### src/skj_pkg.sv
// Shared types, constants and the quaternion term table for the joint composer.
// Used by skj_mac and skeleton_joint_hierarchy_compose_core.
package skj_pkg;

    localparam int SKJ_MAX_JOINTS = 256;

    typedef enum logic [3:0] {
        ST_CLEAR,
        ST_IDLE,
        ST_ROT,
        ST_ROT_WAIT,
        ST_LOC,
        ST_LOC_WAIT,
        ST_MUL,
        ST_MUL_WAIT,
        ST_WRITE,
        ST_OUT
    } t_state;

    typedef enum logic [1:0] {
        PH_ROT,
        PH_LOC,
        PH_MUL
    } t_phase;

    typedef struct packed {
        logic signed [31:0] scale_x;
        logic signed [31:0] scale_y;
        logic signed [31:0] scale_z;
        logic signed [31:0] rot_x;
        logic signed [31:0] rot_y;
        logic signed [31:0] rot_z;
        logic signed [31:0] rot_w;
        logic signed [31:0] trans_x;
        logic signed [31:0] trans_y;
        logic signed [31:0] trans_z;
        logic [15:0]        parent_index;
    } t_in_item;

    typedef struct packed {
        logic [7:0]         joint_index;
        logic [1:0]         row_index;
        logic signed [31:0] elem_0;
        logic signed [31:0] elem_1;
        logic signed [31:0] elem_2;
        logic signed [31:0] elem_3;
        logic               last_row;
        logic               last_joint;
    } t_out_item;

    // one multiply term in flight
    typedef struct packed {
        t_phase     phase;
        logic [3:0] i;
        logic [1:0] j;
        logic [1:0] k;
    } t_term;

    // accumulate control that rides with a product
    typedef struct packed {
        logic       first;
        logic       last;
        logic       w2;
        logic       neg;
        logic       base_one;
        t_phase     phase;
        logic [3:0] dest;
    } t_mac_ctl;

    // rotation entry: one - 2(a*a + c*c) when one is set, else 2(a*b +/- c*d)
    typedef struct packed {
        logic       one;
        logic [1:0] a;
        logic [1:0] b;
        logic [1:0] c;
        logic [1:0] d;
        logic       neg;
    } t_rot_term;

    function automatic t_rot_term rot_term(input logic [3:0] idx);
        t_rot_term r;
        case (idx)
            4'd0:    r = '{one: 1'b1, a: 2'd1, b: 2'd1, c: 2'd2, d: 2'd2, neg: 1'b0};
            4'd1:    r = '{one: 1'b0, a: 2'd0, b: 2'd1, c: 2'd2, d: 2'd3, neg: 1'b0};
            4'd2:    r = '{one: 1'b0, a: 2'd0, b: 2'd2, c: 2'd1, d: 2'd3, neg: 1'b1};
            4'd3:    r = '{one: 1'b0, a: 2'd0, b: 2'd1, c: 2'd2, d: 2'd3, neg: 1'b1};
            4'd4:    r = '{one: 1'b1, a: 2'd0, b: 2'd0, c: 2'd2, d: 2'd2, neg: 1'b0};
            4'd5:    r = '{one: 1'b0, a: 2'd1, b: 2'd2, c: 2'd0, d: 2'd3, neg: 1'b0};
            4'd6:    r = '{one: 1'b0, a: 2'd0, b: 2'd2, c: 2'd1, d: 2'd3, neg: 1'b0};
            4'd7:    r = '{one: 1'b0, a: 2'd1, b: 2'd2, c: 2'd0, d: 2'd3, neg: 1'b1};
            4'd8:    r = '{one: 1'b1, a: 2'd0, b: 2'd0, c: 2'd1, d: 2'd1, neg: 1'b0};
            default: r = '{one: 1'b0, a: 2'd0, b: 2'd0, c: 2'd0, d: 2'd0, neg: 1'b0};
        endcase
        return r;
    endfunction

endpackage

### src/skj_mac.sv
// Shared 32x32 signed multiplier with exact wide accumulator, rounding and saturation.
// Depends on skj_pkg.
module skj_mac (
    input  logic               i_clk,
    input  logic               i_rst_n,
    input  logic               i_valid,
    input  logic signed [31:0] i_op_a,
    input  logic signed [31:0] i_op_b,
    input  skj_pkg::t_mac_ctl  i_ctl,
    output logic               o_busy,
    output logic               o_done,
    output skj_pkg::t_phase    o_phase,
    output logic [3:0]         o_dest,
    output logic signed [31:0] o_value
);
    import skj_pkg::*;

    logic               r_pv;
    logic signed [63:0] r_prod;
    t_mac_ctl           r_pctl;
    logic               r_av;
    logic signed [71:0] r_acc;
    t_mac_ctl           r_actl;

    logic signed [71:0] w_ext;
    logic signed [71:0] w_term;
    logic signed [71:0] w_base;
    logic signed [71:0] n_acc;
    logic signed [71:0] w_rsum;
    logic signed [71:0] w_rsh;

    always_ff @(posedge i_clk) begin
        if (!i_rst_n) begin
            r_pv <= 1'b0;
            r_av <= 1'b0;
        end else begin
            r_pv <= i_valid;
            r_av <= r_pv;
        end
        r_prod <= i_op_a * i_op_b;
        r_pctl <= i_ctl;
        if (r_pv) begin
            r_acc <= n_acc;
        end
        r_actl <= r_pctl;
    end

    always_comb begin
        w_ext  = 72'(r_prod);
        w_term = r_pctl.w2 ? (w_ext <<< 1) : w_ext;
        if (r_pctl.neg) begin
            w_term = -w_term;
        end
        w_base = r_pctl.base_one ? (72'sd1 <<< 32) : 72'sd0;
        n_acc  = (r_pctl.first ? w_base : r_acc) + w_term;
    end

    // round half up, then clamp to 32 bits
    always_comb begin
        w_rsum = r_acc + 72'sd32768;
        w_rsh  = w_rsum >>> 16;
        if (w_rsh > 72'sd2147483647) begin
            o_value = 32'sh7FFFFFFF;
        end else if (w_rsh < -72'sd2147483648) begin
            o_value = 32'sh80000000;
        end else begin
            o_value = w_rsh[31:0];
        end
    end

    assign o_busy  = r_pv | r_av;
    assign o_done  = r_av & r_actl.last;
    assign o_phase = r_actl.phase;
    assign o_dest  = r_actl.dest;

endmodule

### config.mk
export PLATFORM = sky130hd
export DESIGN_NAME = skj_mac
export DESIGN_NICKNAME = d
export VERILOG_FILES = /design/src/skj_pkg.sv /design/src/skj_mac.sv
export SDC_FILE = /design/constraint.sdc
export NUM_CORES = 2
export LEC_CHECK = 0
export ABC_AREA = 1
export ABC_CLOCK_PERIOD_IN_PS = 10400
export BUFFER_PORTS_ARGS = -buffer_cell sky130_fd_sc_hd__buf_2
export CAP_MARGIN = 20
export CORE_MARGIN = 2
export CORE_UTILIZATION = 55
export DETAILED_ROUTE_END_ITERATION = 8
export PLACE_DENSITY = 0.71
export SLEW_MARGIN = 10
export SYNTH_ARGS = -nofsm -noshare
export SYNTH_HDL_FRONTEND = slang
export SYNTH_SLANG_ARGS = --single-unit
export TNS_END_PERCENT = 1
### constraint.sdc
create_clock -name i_clk -period 10.4 [get_ports i_clk]
set_input_delay 0.52 -clock i_clk [delete_from_list [all_inputs] [get_ports i_clk]]
set_output_delay 0.52 -clock i_clk [all_outputs]
set_load 0.005 [all_outputs]
==> key figures <==
Synth
  – #FFs+latches synth: 156
  – Area share of the largest cell type after synthesis: 41.2%
  – Commonest cells in the netlist: inv_1, nand2_1, fa_1, nor2_1, ha_1
  – Most common cell in the netlist: inv_1
  – Cells after synthesis: 7076
  – Syn Std Cell Area: ~53000 sq um
  – EDFF count, synth: 72
  – Fraction of registers with async set or reset after synthesis: 0%
  – Sequential share of the synthesized area: 7.31%
  – Avg Cell Area, Syn: roughly 7.4 sq um
  – Cell taking the most area after synthesis: fa_1
  – Top cells by area, synth: fa_1, inv_1, nand2_1
  – Top FF cell, synth: dfxtp_1
  – Net Count, Synth: 8494
  – Synth cell types: roughly 50
  – Yosys warns: 0

Die
  – Die ar.: about 98000 sq um
  – Die span in x: 313 microns
  – I/O Pins: ~120
  – Placeable Area: roughly 95000 sq um
  – Die span in y: between 300 and 400 microns
  – Starting Density: between 50% and 60%
  – FP Rows: 113

Worst hold path
  – Worst Hold Class: in2reg

Critical path
  – Worst path arrival time: 8.39 ns
  – CP max stage cell: fa_1
  – CP max FO: 32
  – Worst path required time: about 11 ns
  – Slowest stage delay, CP: about 0.96 ns
  – Most used cell, CP: fa_1
  – Critical path class: in2reg
  – Crit-path cells: buf_2 -> nand2_1 -> inv_1 -> fa_1 -> fa_1 -> fa_1 -> fa_1 -> inv_1 -> fa_1 -> fa_1 -> fa_1 -> fa_1 -> inv_1 -> ha_1 -> a21oi_1 -> inv_1 -> a21oi_1 -> inv_1 -> a21oi_1 -> nor2_1 -> a211oi_1 -> nand2_1 -> nand2_1 -> nand2_1
  – CP startpoint kind: primary input
  – CP endpoint kind: register

Clocking
  – TritonCTS clock tree: built
  – Post-CTS Setup Bufs: 0
  – Number of buffers created by CTS: 17
  – Hold-fix buffers, CTS: 0
  – Clk pin slew, worst setup/hold paths: about 0.070 ns
  – # H-tree levels: 4
  – PostCTS Resize Cnt: 0
  – Largest buffer count on any clock path: 2
  – Clock network latency to the later pin of the worst-skew pair: approximately 0.5 ns
  – CTS sink count: 156
  – CTS root buf: clkbuf_16

Global route
  – Largest net degree at the start of global routing: 126
  – Global-route wire length before repair: approximately 250000 microns
  – Met2 GRT Util: a little over half
  – Vias in the first global route: about 47000
  – Met3 usage: approximately 4.8%
  – Antenna violations before repair: 3
  – Total grt overflow: 0
  – Gr busiest metal: met2
  – Total GRT Usage: between 30% and 40%
  – Met1 Use GR: between 40% and 50%

Final layout
  – Share of layout cells above drive strength 1: roughly 3.7%
  – Final Instance Area: 54600 sq um
  – Layout Cells excl Fill: slightly above 8000
  – Fill cells: just over 9000
  – Area delta synth->final: 3.91%
  – Final #Nets: approximately 8400

Placement
  – # port buffers: approximately 120
  – Dpl cells: 8262
  – Hpwl dp: roughly 130000 microns
  – Placer congestion estimate: just over 1
  – Placed Area: around 54000 sq um

Timing
  – Final setup vio count: 0
  – Worst-Margin Slew: 1.01 ns
  – Slew margin rel.: roughly a third
  – Crit path time final: about 8 ns
  – Slew Viols, Final: 0
  – Setup TNS Final: 0 ns
  – RSZ-0062 raised after global routing: no
  – Final period utilization: 76.8%
  – Final Hold Vio Count: 0
  – Clk_skew: between 0.015 and 0.02 ns
  – Top achievable clock speed: 125 MHz

Flow run
  – Max cap viols: 0

Routing
  – Detailed router's first-iteration violation count: 3445
  – Residual DRC: 0
  – Drt via density: between 5 and 6
  – Final ANT Viol Nets: 0
  – Drt wl/cell: around 18 microns
  – Pre-antenna DRT Iters: 7
  – Vias: approximately 44000
  – WL final: 153000 microns

Outcome
  – Status: finished, final reports clean
[logic make-up (layout without fill, tap and decap cells)]
family,Yosys count,in the layout,share of synthesized area [%]
other cells,0,2,0
compound gates,546,546,5.84
simple gates,2571,2571,19.3
fa+ha+maj,1340,1340,47.3
xor+xnor,239,239,3.98
mux,1,1,0.0214
flops,156,156,7.31
buf+inv,2223,2177,16.2
[metal layers]
layer	up-vias	routed length, microns
met5	-	26
li1	20208	-
met4	4	5320
met1	21602	64200
met3	316	11200
met2	1673	72200
[path summary, 6_finish.rpt]
path	start	to	slack, ns	cells past startpoint
hold reg to reg	r_pctl[2]	o_dest[2]	0.32	0
setup reg to reg	r_pctl[8]	r_acc[45]	5.06	23
setup / recovery	i_op_a[31]	r_prod[60]	2.41	24
hold / removal	i_ctl[7]	r_pctl[7]	0.12	1
[critical path: cells and delay by family]
family          cells  cell delay (ns)
compound gates      4             0.83
simple gates        5             0.48
buf+inv             6             1.48
fa+ha+maj           9             5.03
[state kept, by name (all words and copies together) (netlist names)]
| name | count |
|---|---|
| o_dest | 4 |
| o_phase | 2 |
| r_acc | 72 |
| r_actl | 1 |
| r_av | 1 |
| r_pctl | 11 |
| r_prod | 64 |
| r_pv | 1 |
[layout by cell type (no fill, tap or decap), types with 6 or more instances in the layout]
| cell type | netlist | layout |
|---|---|---|
| buf_4 | 11 | 38 |
| or2_2 | 11 | 11 |
| o21ai_2 | 9 | 9 |
| o21ai_1 | 36 | 36 |
| clkbuf_16 | 0 | 20 |
| o21a_1 | 11 | 11 |
| xnor2_1 | 66 | 66 |
| ha_1 | 257 | 257 |
| dfxtp_1 | 84 | 80 |
| xor2_1 | 173 | 173 |
| a31oi_1 | 22 | 22 |
| nand4_1 | 36 | 36 |
| a21oi_1 | 218 | 218 |
| nand2_2 | 10 | 10 |
| o21ai_0 | 155 | 155 |
| nor3_1 | 34 | 34 |
| nor2_2 | 17 | 17 |
| o21bai_1 | 23 | 23 |
| inv_6 | 0 | 6 |
| nand3_1 | 113 | 113 |
| fa_1 | 1083 | 1083 |
| inv_1 | 1982 | 1982 |
| nor2_1 | 599 | 599 |
| a21o_1 | 27 | 27 |
| o31ai_1 | 6 | 6 |
| o211ai_1 | 10 | 10 |
| inv_2 | 6 | 6 |
| buf_2 | 0 | 117 |
| a21boi_0 | 14 | 14 |
| edfxtp_1 | 72 | 72 |
| nand2_1 | 1717 | 1717 |
[layout make-up]
type / count / area (sq um) / share of cell area [%]
Antenna cell: 2 / 5.00 / 0.00916
Clock buffer: 21 / 504 / 0.923
Clock inverter: 11 / 91.3 / 0.167
Inverter: 1989 / 7470 / 13.7
Multi-Input combinational cell: 4697 / 40200 / 73.6
Sequential cell: 156 / 3850 / 7.05
Tap cell: 1265 / 1580 / 2.90
Timing Repair Buffer: 156 / 898 / 1.64
[stage by stage]
step,util (%),setup WS [ns],hold WS [ns]
after detailed placement,56.9,1.91,0.312
after global routing,57.6,1.83,0.0988
after floorplan,-,2.99,0.310
after CTS,57.6,2.44,0.0884
after global placement,56.9,2.01,0.310
final,57.6,2.41,0.125
Power is left out: the tool's default activity adds up to more than one toggle a clock period on the data nets, which glitch-free logic cannot reach.
